## src/rtl/core/ps2_keyboard_receiver_core_defines.svh

```systemverilog
// assertion macros for the ps2 keyboard receiver core
`ifndef PS2_KEYBOARD_RECEIVER_CORE_DEFINES_SVH
`define PS2_KEYBOARD_RECEIVER_CORE_DEFINES_SVH
`ifndef ASSERT_OFF
// same-cycle implication, checked out of reset
`define PS2KR_ASSERT_IMPLIES(label, clk, rst_n, ante, cons) \
	label: assert property (@(posedge clk) disable iff (!rst_n) (ante) |-> (cons)) \
		else $error("ps2kr assertion failed");
// next-cycle implication, checked out of reset
`define PS2KR_ASSERT_NEXT(label, clk, rst_n, ante, cons) \
	label: assert property (@(posedge clk) disable iff (!rst_n) (ante) |=> (cons)) \
		else $error("ps2kr assertion failed");
`else
`define PS2KR_ASSERT_IMPLIES(label, clk, rst_n, ante, cons)
`define PS2KR_ASSERT_NEXT(label, clk, rst_n, ante, cons)
`endif
`endif

```

## src/rtl/core/ps2kr_pkg.sv

```systemverilog
// shared types, constants and scan code table for the ps2 keyboard receiver
package ps2kr_pkg;

	localparam int unsigned FRAME_QUEUE_DEPTH = 2;

	localparam logic [15:0] TIMEOUT_RESET  = 16'd1000;
	localparam logic [15:0] IDLE_MAX       = 16'hFFFF;
	localparam logic [7:0]  BREAK_CODE     = 8'hF0;
	localparam logic [7:0]  ENTER_CODE     = 8'h5A;
	localparam logic [7:0]  BACKSPACE_CODE = 8'h66;
	localparam logic [6:0]  CHAR_NONE      = 7'd0;
	localparam logic [6:0]  CHAR_ENTER     = 7'd1;
	localparam logic [6:0]  CHAR_BACKSPACE = 7'd2;

	// frame bit positions
	localparam logic [3:0] POS_WAIT   = 4'd0;
	localparam logic [3:0] POS_DATA_Z = 4'd8;
	localparam logic [3:0] POS_PARITY = 4'd9;
	localparam logic [3:0] POS_STOP   = 4'd10;

	typedef struct packed {
		logic ps2_clock;
		logic ps2_data;
	} sample_t;

	typedef struct packed {
		logic [7:0] scan_code;
		logic [6:0] char_code;
		logic       released;
		logic       break_prefix;
		logic       stop_ok;
		logic       parity_ok;
	} result_t;

	// raw frame handed from the receiver to the decoder
	typedef struct packed {
		logic [7:0] code;
		logic       parity_bit;
		logic       stop_bit;
	} frame_t;

	function automatic logic [6:0] key_to_ascii(input logic [7:0] code);
		logic [6:0] ch;
		unique case (code)
			8'h1C: ch = 7'h61;
			8'h32: ch = 7'h62;
			8'h21: ch = 7'h63;
			8'h23: ch = 7'h64;
			8'h24: ch = 7'h65;
			8'h2B: ch = 7'h66;
			8'h34: ch = 7'h67;
			8'h33: ch = 7'h68;
			8'h43: ch = 7'h69;
			8'h3B: ch = 7'h6A;
			8'h42: ch = 7'h6B;
			8'h4B: ch = 7'h6C;
			8'h3A: ch = 7'h6D;
			8'h31: ch = 7'h6E;
			8'h44: ch = 7'h6F;
			8'h4D: ch = 7'h70;
			8'h15: ch = 7'h71;
			8'h2D: ch = 7'h72;
			8'h1B: ch = 7'h73;
			8'h2C: ch = 7'h74;
			8'h3C: ch = 7'h75;
			8'h2A: ch = 7'h76;
			8'h1D: ch = 7'h77;
			8'h22: ch = 7'h78;
			8'h35: ch = 7'h79;
			8'h1A: ch = 7'h7A;
			8'h29: ch = 7'h20;
			8'h45: ch = 7'h30;
			8'h16: ch = 7'h31;
			8'h1E: ch = 7'h32;
			8'h26: ch = 7'h33;
			8'h25: ch = 7'h34;
			8'h2E: ch = 7'h35;
			8'h36: ch = 7'h36;
			8'h3D: ch = 7'h37;
			8'h3E: ch = 7'h38;
			8'h46: ch = 7'h39;
			8'h0E: ch = 7'h27;
			8'h4E: ch = 7'h2D;
			8'h55: ch = 7'h3D;
			8'h5D: ch = 7'h5C;
			ENTER_CODE:     ch = CHAR_ENTER;
			BACKSPACE_CODE: ch = CHAR_BACKSPACE;
			default:        ch = CHAR_NONE;
		endcase
		return ch;
	endfunction

endpackage

```

## src/rtl/core/ps2kr_frame_rx.sv

```systemverilog
// front end: edge detect, frame bit counter, shifter and idle timeout
`include "ps2_keyboard_receiver_core_defines.svh"
module ps2kr_frame_rx (
	input  logic               clk,
	input  logic               arst_n,
	input  logic               accept,
	input  ps2kr_pkg::sample_t sample,
	input  logic [15:0]        timeout,
	output logic               frame_valid,
	output ps2kr_pkg::frame_t  frame
);

	logic        clock_prev_q;
	logic [3:0]  bit_pos_q, bit_pos_d;
	logic [7:0]  shift_q, shift_d;
	logic        parity_q, parity_d;
	logic [15:0] idle_q, idle_d, idle_inc;
	logic        fall;

	assign fall     = clock_prev_q & ~sample.ps2_clock;
	assign idle_inc = (idle_q != ps2kr_pkg::IDLE_MAX) ? idle_q + 16'd1 : idle_q;

	always_comb begin
		bit_pos_d   = bit_pos_q;
		shift_d     = shift_q;
		parity_d    = parity_q;
		idle_d      = idle_q;
		frame_valid = 1'b0;
		if (fall) begin
			idle_d = '0;
			if (bit_pos_q == ps2kr_pkg::POS_WAIT) begin
				if (!sample.ps2_data) begin
					bit_pos_d = 4'd1;
					shift_d   = '0;
					parity_d  = 1'b0;
				end
			end else if (bit_pos_q <= ps2kr_pkg::POS_DATA_Z) begin
				shift_d   = {sample.ps2_data, shift_q[7:1]};
				bit_pos_d = bit_pos_q + 4'd1;
			end else if (bit_pos_q == ps2kr_pkg::POS_PARITY) begin
				parity_d  = sample.ps2_data;
				bit_pos_d = ps2kr_pkg::POS_STOP;
			end else if (bit_pos_q == ps2kr_pkg::POS_STOP) begin
				frame_valid = accept;
				bit_pos_d   = ps2kr_pkg::POS_WAIT;
			end else begin
				bit_pos_d = ps2kr_pkg::POS_WAIT;
			end
		end else if (bit_pos_q != ps2kr_pkg::POS_WAIT) begin
			idle_d = idle_inc;
			if (idle_inc >= timeout) begin
				bit_pos_d = ps2kr_pkg::POS_WAIT;
				idle_d    = '0;
			end
		end else begin
			idle_d = '0;
		end
	end

	assign frame.code       = shift_q;
	assign frame.parity_bit = parity_q;
	assign frame.stop_bit   = sample.ps2_data;

	always_ff @(posedge clk or negedge arst_n) begin
		if (!arst_n) begin
			clock_prev_q <= 1'b1;
			bit_pos_q    <= ps2kr_pkg::POS_WAIT;
			shift_q      <= '0;
			parity_q     <= 1'b0;
			idle_q       <= '0;
		end else if (accept) begin
			clock_prev_q <= sample.ps2_clock;
			bit_pos_q    <= bit_pos_d;
			shift_q      <= shift_d;
			parity_q     <= parity_d;
			idle_q       <= idle_d;
		end
	end

	`PS2KR_ASSERT_IMPLIES(a_frame_on_fall, clk, arst_n, frame_valid, accept && clock_prev_q && !sample.ps2_clock)
	`PS2KR_ASSERT_NEXT(a_wait_after_frame, clk, arst_n, frame_valid, bit_pos_q == ps2kr_pkg::POS_WAIT)

endmodule

```

## src/rtl/core/ps2kr_frame_queue.sv

```systemverilog
// small queue of raw frames between receiver and decoder
`include "ps2_keyboard_receiver_core_defines.svh"
module ps2kr_frame_queue #(
	parameter int unsigned DEPTH = ps2kr_pkg::FRAME_QUEUE_DEPTH
) (
	input  logic              clk,
	input  logic              arst_n,
	input  logic              push,
	input  ps2kr_pkg::frame_t wdata,
	input  logic              pop,
	output ps2kr_pkg::frame_t rdata,
	output logic              empty,
	output logic              full
);

	localparam int unsigned PW = (DEPTH > 1) ? $clog2(DEPTH) : 1;
	localparam int unsigned CW = $clog2(DEPTH + 1);
	localparam logic [CW-1:0] COUNT_FULL = CW'(DEPTH);
	localparam logic [PW-1:0] PTR_LAST   = PW'(DEPTH - 1);

	ps2kr_pkg::frame_t mem_q [DEPTH];
	logic [PW-1:0] wr_ptr_q, rd_ptr_q;
	logic [CW-1:0] count_q;
	logic          do_push, do_pop;

	assign empty   = (count_q == '0);
	assign full    = (count_q == COUNT_FULL);
	assign do_push = push && !full;
	assign do_pop  = pop && !empty;
	assign rdata   = mem_q[rd_ptr_q];

	always_ff @(posedge clk) begin
		if (do_push) begin
			mem_q[wr_ptr_q] <= wdata;
		end
	end

	always_ff @(posedge clk or negedge arst_n) begin
		if (!arst_n) begin
			wr_ptr_q <= '0;
			rd_ptr_q <= '0;
			count_q  <= '0;
		end else begin
			if (do_push) begin
				wr_ptr_q <= (wr_ptr_q == PTR_LAST) ? '0 : wr_ptr_q + PW'(1);
			end
			if (do_pop) begin
				rd_ptr_q <= (rd_ptr_q == PTR_LAST) ? '0 : rd_ptr_q + PW'(1);
			end
			case ({do_push, do_pop})
				2'b10:   count_q <= count_q + CW'(1);
				2'b01:   count_q <= count_q - CW'(1);
				default: count_q <= count_q;
			endcase
		end
	end

	`PS2KR_ASSERT_IMPLIES(a_count_bound, clk, arst_n, 1'b1, count_q <= COUNT_FULL)

endmodule

```

## src/rtl/core/ps2kr_decode.sv

```systemverilog
// back end: break prefix tracking, ascii mapping and result register
`include "ps2_keyboard_receiver_core_defines.svh"
module ps2kr_decode (
	input  logic               clk,
	input  logic               arst_n,
	input  logic               frame_avail,
	input  ps2kr_pkg::frame_t  frame,
	output logic               frame_take,
	input  logic               pop,
	output logic               empty,
	output ps2kr_pkg::result_t result
);

	logic               out_valid_q;
	logic               break_pending_q, break_pending_d;
	ps2kr_pkg::result_t result_q, result_d;
	logic               is_break;

	assign frame_take = frame_avail && (!out_valid_q || pop);
	assign is_break   = (frame.code == ps2kr_pkg::BREAK_CODE);

	always_comb begin
		break_pending_d       = break_pending_q;
		result_d.scan_code    = frame.code;
		result_d.char_code    = ps2kr_pkg::CHAR_NONE;
		result_d.released     = break_pending_q;
		result_d.break_prefix = is_break;
		result_d.stop_ok      = frame.stop_bit;
		result_d.parity_ok    = ^{frame.parity_bit, frame.code};
		if (frame.stop_bit) begin
			if (is_break) begin
				break_pending_d   = 1'b1;
				result_d.released = 1'b0;
			end else begin
				if (!break_pending_q) begin
					result_d.char_code = ps2kr_pkg::key_to_ascii(frame.code);
				end
				break_pending_d = 1'b0;
			end
		end
	end

	always_ff @(posedge clk) begin
		if (frame_take) begin
			result_q <= result_d;
		end
	end

	always_ff @(posedge clk or negedge arst_n) begin
		if (!arst_n) begin
			out_valid_q     <= 1'b0;
			break_pending_q <= 1'b0;
		end else begin
			if (frame_take) begin
				out_valid_q     <= 1'b1;
				break_pending_q <= break_pending_d;
			end else if (pop) begin
				out_valid_q <= 1'b0;
			end
		end
	end

	assign empty  = !out_valid_q;
	assign result = result_q;

	`PS2KR_ASSERT_IMPLIES(a_prefix_not_released, clk, arst_n, out_valid_q && result_q.break_prefix && result_q.stop_ok, !result_q.released && result_q.char_code == ps2kr_pkg::CHAR_NONE)
	`PS2KR_ASSERT_IMPLIES(a_bad_stop_no_char, clk, arst_n, out_valid_q && !result_q.stop_ok, result_q.char_code == ps2kr_pkg::CHAR_NONE)

endmodule

```

## src/rtl/core/ps2_keyboard_receiver_core.sv

```systemverilog
// top level of the ps2 keyboard receiver core
// takes one synchronized sample of the ps2 clock and data lines per cycle
// and gives one result transaction per received frame (start, eight data
// bits lsb first, parity, stop). a sample transaction is accepted every
// cycle that full is low, back to back; full rises only when the frame
// queue is full because results are not being popped, and it stays low
// as long as the result side keeps up. a result reaches the result ports
// from the sample that carries the stop bit through the frame queue and
// then the decoder's result register. the receiver front end owns
// edge detection, bit counting and the idle timeout; the decoder owns the
// 0xf0 break prefix tracking and the scan code to ascii table. the timeout
// register resets to 1000 and is written through the cfg channel, which is
// always ready; write it only while no frame is in flight.
module ps2_keyboard_receiver_core #(
	parameter int unsigned QUEUE_DEPTH = ps2kr_pkg::FRAME_QUEUE_DEPTH
) (
	input  logic               clk,
	input  logic               arst_n,
	// sample side
	input  logic               push,
	output logic               full,
	input  ps2kr_pkg::sample_t sample,
	// result side
	output logic               empty,
	input  logic               pop,
	output ps2kr_pkg::result_t result,
	// timeout register write channel
	input  logic               cfg_valid,
	output logic               cfg_ready,
	input  logic [15:0]        cfg_data
);

	logic              accept;
	logic [15:0]       timeout_q;
	logic              frame_valid;
	ps2kr_pkg::frame_t frame_rx;
	ps2kr_pkg::frame_t frame_head;
	logic              queue_empty;
	logic              queue_full;
	logic              frame_take;

	// config is a plain register, never back-pressured
	assign cfg_ready = 1'b1;

	always_ff @(posedge clk or negedge arst_n) begin
		if (!arst_n) begin
			timeout_q <= ps2kr_pkg::TIMEOUT_RESET;
		end else if (cfg_valid && cfg_ready) begin
			timeout_q <= cfg_data;
		end
	end

	// a sample can only end one frame, so one free slot is enough
	assign full   = queue_full;
	assign accept = push && !full;

	ps2kr_frame_rx u_frame_rx (
		.clk         (clk),
		.arst_n      (arst_n),
		.accept      (accept),
		.sample      (sample),
		.timeout     (timeout_q),
		.frame_valid (frame_valid),
		.frame       (frame_rx)
	);

	// decouples the receiver from a stalled result side
	ps2kr_frame_queue #(
		.DEPTH (QUEUE_DEPTH)
	) u_frame_queue (
		.clk    (clk),
		.arst_n (arst_n),
		.push   (frame_valid),
		.wdata  (frame_rx),
		.pop    (frame_take),
		.rdata  (frame_head),
		.empty  (queue_empty),
		.full   (queue_full)
	);

	// decoder pulls a frame whenever its result register is free or draining
	ps2kr_decode u_decode (
		.clk         (clk),
		.arst_n      (arst_n),
		.frame_avail (!queue_empty),
		.frame       (frame_head),
		.frame_take  (frame_take),
		.pop         (pop),
		.empty       (empty),
		.result      (result)
	);

endmodule

```

## config.mk

```make
export PLATFORM = sky130hd
export DESIGN_NAME = ps2_keyboard_receiver_core
export DESIGN_NICKNAME = d
export VERILOG_FILES = /design/src/rtl/core/ps2kr_pkg.sv /design/src/rtl/core/ps2kr_frame_rx.sv /design/src/rtl/core/ps2kr_frame_queue.sv /design/src/rtl/core/ps2kr_decode.sv /design/src/rtl/core/ps2_keyboard_receiver_core.sv
export VERILOG_INCLUDE_DIRS = /design/src /design/src/rtl/core
export SDC_FILE = /design/constraint.sdc
export NUM_CORES = 1
export LEC_CHECK = 0
export BUFFER_PORTS_ARGS = -buffer_cell sky130_fd_sc_hd__clkbuf_2
export CORE_MARGIN = 2
export CORE_UTILIZATION = 54
export DETAILED_ROUTE_END_ITERATION = 10
export PLACE_DENSITY = 0.76
export SLEW_MARGIN = 20
export SYNTH_ARGS = -nofsm -noshare
export SYNTH_HDL_FRONTEND = slang
export SYNTH_SLANG_ARGS = --single-unit
```

## constraint.sdc

```tcl
create_clock -name clk -period 3.6 [get_ports clk]
set_clock_uncertainty 0.05 [all_clocks]
set_input_delay 0.54 -clock clk [delete_from_list [all_inputs] [get_ports clk]]
set_output_delay 0.54 -clock clk [all_outputs]
set_load 0.01 [all_outputs]
```

==> results by group <==
Status
  • Run status: completed

Power and ir drop
  • Pwr Density: 581 nW/µm²
  • Combinational share of power: 35.5%
  • Peak ir drop on the vdd network: 0.000524 V
  • Net load switching power: 1.25 mW
  • Leakage power total: 2.73 nW
  • Part of the total power dissipated in sequential elements: 40.1%
  • Clk pwr share: 24.4%
  • Internal Power: 2.30 mW
  • Switching portion of total power: 35.2%

Die
  • Area of the die: 10500 µm²
  • Height of the die: 103 µm
  • I/O pin count: 45
  • Starting Density: 56.2%
  • Horizontal extent of the die: 103 µm
  • Floorplan core area: 9330 µm²
  • Site row count: 35

Timing
  • Hold_ws: 0.203 ns
  • Minimum period implied by the final worst setup slack: 3.59 ns
  • Rel. slew slack: 44.9%
  • Setup slack of the critical path after layout: 0.0106 ns
  • Fin crit share: 99.7%
  • Slew at the pin with the worst max-slew slack: 0.826 ns
  • Achievable Freq: 0.279 GHz
  • Hold violation count in the final report: 0
  • Final setup viols: 0
  • RSZ-0062 raised after global routing: yes
  • Max-slew violation total from the final report: 0

Yosys
  • Post-synthesis instance total: 511
  • Count of yosys warnings during synthesis: 0
  • Share of the synthesized area in the top cell type: 22.3%
  • Top-count cell post-synth: sky130_fd_sc_hd__nand2_1
  • Mean post-synth cell area: 10.3 µm²
  • Fraction of registers with async set/reset: 57.1%
  • Cell area after technology mapping: 5240 µm²
  • Register bit count reported by yosys: 91
  • Cell type contributing the most total cell area after synthesis: sky130_fd_sc_hd__edfxtp_1
  • Commonest cells in the netlist: sky130_fd_sc_hd__nand2_1 (53), sky130_fd_sc_hd__dfrtp_1 (45), sky130_fd_sc_hd__edfxtp_1 (39), sky130_fd_sc_hd__nor2_1 (34), sky130_fd_sc_hd__ha_1 (32)
  • Main area contributors after synthesis: sky130_fd_sc_hd__edfxtp_1 (22%), sky130_fd_sc_hd__dfrtp_1 (21%), sky130_fd_sc_hd__ha_1 (7.6%)
  • Post-synth EDFFs: 39
  • Number of different library cells in the post-synthesis netlist: 70
  • Predominant post-synthesis flop cell: sky130_fd_sc_hd__dfrtp_1
  • Sequential cell area fraction in the yosys report: 47.3%
  • Syn_nets: 566

Clock network
  • Number of hold-repair buffers added at the cts stage: 0
  • TritonCTS clock tree: built
  • Maximum clock path buffer count: 2
  • Cts bufs inserted: 9
  • Clock transition at the registers of the reported paths: 0.10 ns
  • H-tree level count: 3
  • Clock latency reported for the late side of the worst-skew pair: 0.36 ns
  • Root buf cell: sky130_fd_sc_hd__clkbuf_8
  • Sinks on the clock net: 91

GRT
  • Maximum number of pins on one net before global-route repair: 32
  • Global-route wire length before repair: 20000 µm
  • Number of antenna violations at the first check in global routing: 0
  • Number of global-route vias before repair: 4026
  • Combined global-route utilization of all metal layers: 24.6%
  • Sum of overflow across all layers after global routing: 0

Critical path
  • Required time of the critical path: 3.79 ns
  • Series of cell instances along the critical path: and4_4 -> nand4_4 -> nor3_4 -> or4b_4 -> xnor2_1 -> ha_1 -> nand4_1 -> or4_4 -> o32ai_4 -> nor4_4 -> buf_12 -> a21oi_1 -> mux2i_1
  • Worst Path Arrival: 3.78 ns
  • Kind of cell adding the most delay to the critical path: simple AND/OR/NAND/NOR gates
  • Critical Path Source Type: flop
  • CP max stage cell: sky130_fd_sc_hd__or4b_4
  • Number of buffer and inverter instances along the worst setup path: 1
  • Crit-path max cell delay: 0.54 ns
  • WS Path Type: flop to flop
  • Setup crit end kind: flop
  • Reg-to-reg setup timing slack: 0.01 ns
  • Crit path max fanout: 6

Routing
  • Remaining number of nets flagged by the antenna check after routing: 0
  • Routed length per instance: 17.6 µm
  • Drt pass-1 iters: 5
  • Via count of the routed design: 4165
  • Total Wirelength: 12400 µm
  • Iter 0 DRT Violations: 293
  • Avg Vias per Cell: 5.89
  • Remaining routing DRC violations: 0

Place
  • Detailed Place HPWL: 8520 µm
  • Count of buffers from port buffering: 43
  • Setup slack after placement: 0.00751 ns
  • Final weighted congestion in routability-driven placement: 0.967

Cells and area
  • Net total in the final layout: 628
  • Fraction of final layout cells sized beyond drive strength 1: 23.4%
  • Antenna cells: 0
  • Layout area overhead: 16.6%

Flow run
  • Number of violations of the max-capacitance limit: 0

Worst hold path
  • Path category of the worst min-delay check: primary input to asynchronous set/reset pin
## stage by stage
step	utilization, %	TNS, ns	power, mW	area (µm²)	cells
floorplan	-	0	2.23	5240	511
global placement	60.8	0	2.57	5670	682
detailed placement	60.8	0	2.60	5670	682
CTS	63.5	0	3.48	5930	698
global route	65.6	-0.642	3.77	6120	707
finish	65.6	0	3.55	6120	707
## power by group through the flow
| stage | Sequential (mW) | Clock [mW] | Combinational (mW) |
|---|---|---|---|
| 2_1_floorplan | 1.45 | 0 | 0.778 |
| 3_3_place_gp | 1.44 | 0 | 1.13 |
| 3_5_place_dp | 1.45 | 0 | 1.16 |
| 4_1_cts | 1.42 | 0.884 | 1.17 |
| 5_1_grt | 1.45 | 0.914 | 1.40 |
| 6_report | 1.42 | 0.867 | 1.26 |
## area by class of cell
type	instances	area, µm²
clock buffer	9	124
clock inverter	7	124
fill	754	3210
inverter	31	116
multi-input combinational	367	2620
sequential	91	2480
tap	129	161
timing repair buffer	73	492
## registers in the layout (all words and copies together) (netlist names), 2 cells and up
| name | count |
|---|---|
| timeout_q | 16 |
| u_frame_rx.idle_q | 16 |
| u_decode.result | 19 |
| u_frame_queue.count_q | 2 |
| u_frame_rx.bit_pos_q | 4 |
| u_frame_rx.shift_q | 8 |
| u_frame_queue.mem_q | 20 |
## logic make-up (layout without fill, tap and decap cells)
group	count (synthesis)	in the layout	share of synthesized area, %
and+or+nand+nor	159	159	15.7
AOI/OAI and AO/OA	133	133	17.0
DFF	91	91	47.3
buffers and inverters	53	120	4.51
adders and majority gates	32	32	7.64
xor gates and xnor gates	22	22	3.67
muxes	20	20	4.10
other	1	1	0.0715
## layout by cell type (no fill, tap or decap), drive strengths merged, types with 15 or more instances in the layout
cell type	synthesis	routed
nand2	54	54
dfrtp	45	45
inv	31	33
a21oi	30	30
clkbuf	11	54
nor2	35	35
ha	32	32
a22o	15	15
buf	11	28
edfxtp	39	39
o21ai	37	37
## final timing paths
path / start / endpoint / depth (start not counted)
min: arst_n / timeout_q[13] / 1
max in group asynchronous: arst_n / u_frame_rx.shift_q[3] / 2
max: u_frame_rx.idle_q[9] / u_frame_rx.idle_q[0] / 13
min in group clk: cfg_data[5] / timeout_q[5] / 3
min reg2reg: u_frame_rx.clock_prev_q / u_frame_rx.clock_prev_q / 2
max reg2reg: u_frame_rx.idle_q[9] / u_frame_rx.idle_q[0] / 13
## repair_timing
action / CTS / global route
cloned: 0 / 2
setup buffers: 0 / 7
setup endpoints to repair: 2 / 17
resized for setup: 1 / 17
pin swaps: 0 / 3
## per-layer routing
| layer | share of wire [%] | track usage [%] | wire [µm] |
|---|---|---|---|
| met1 | 43 | 33.4 | 5360 |
| met3 | 6.3 | 5.15 | 780 |
| met4 | 2.1 | 8.72 | 265 |
| met2 | 48 | 39.4 | 6020 |
| met5 | 0 | 0 | 0 |
(Power assumes the default switching activity.)
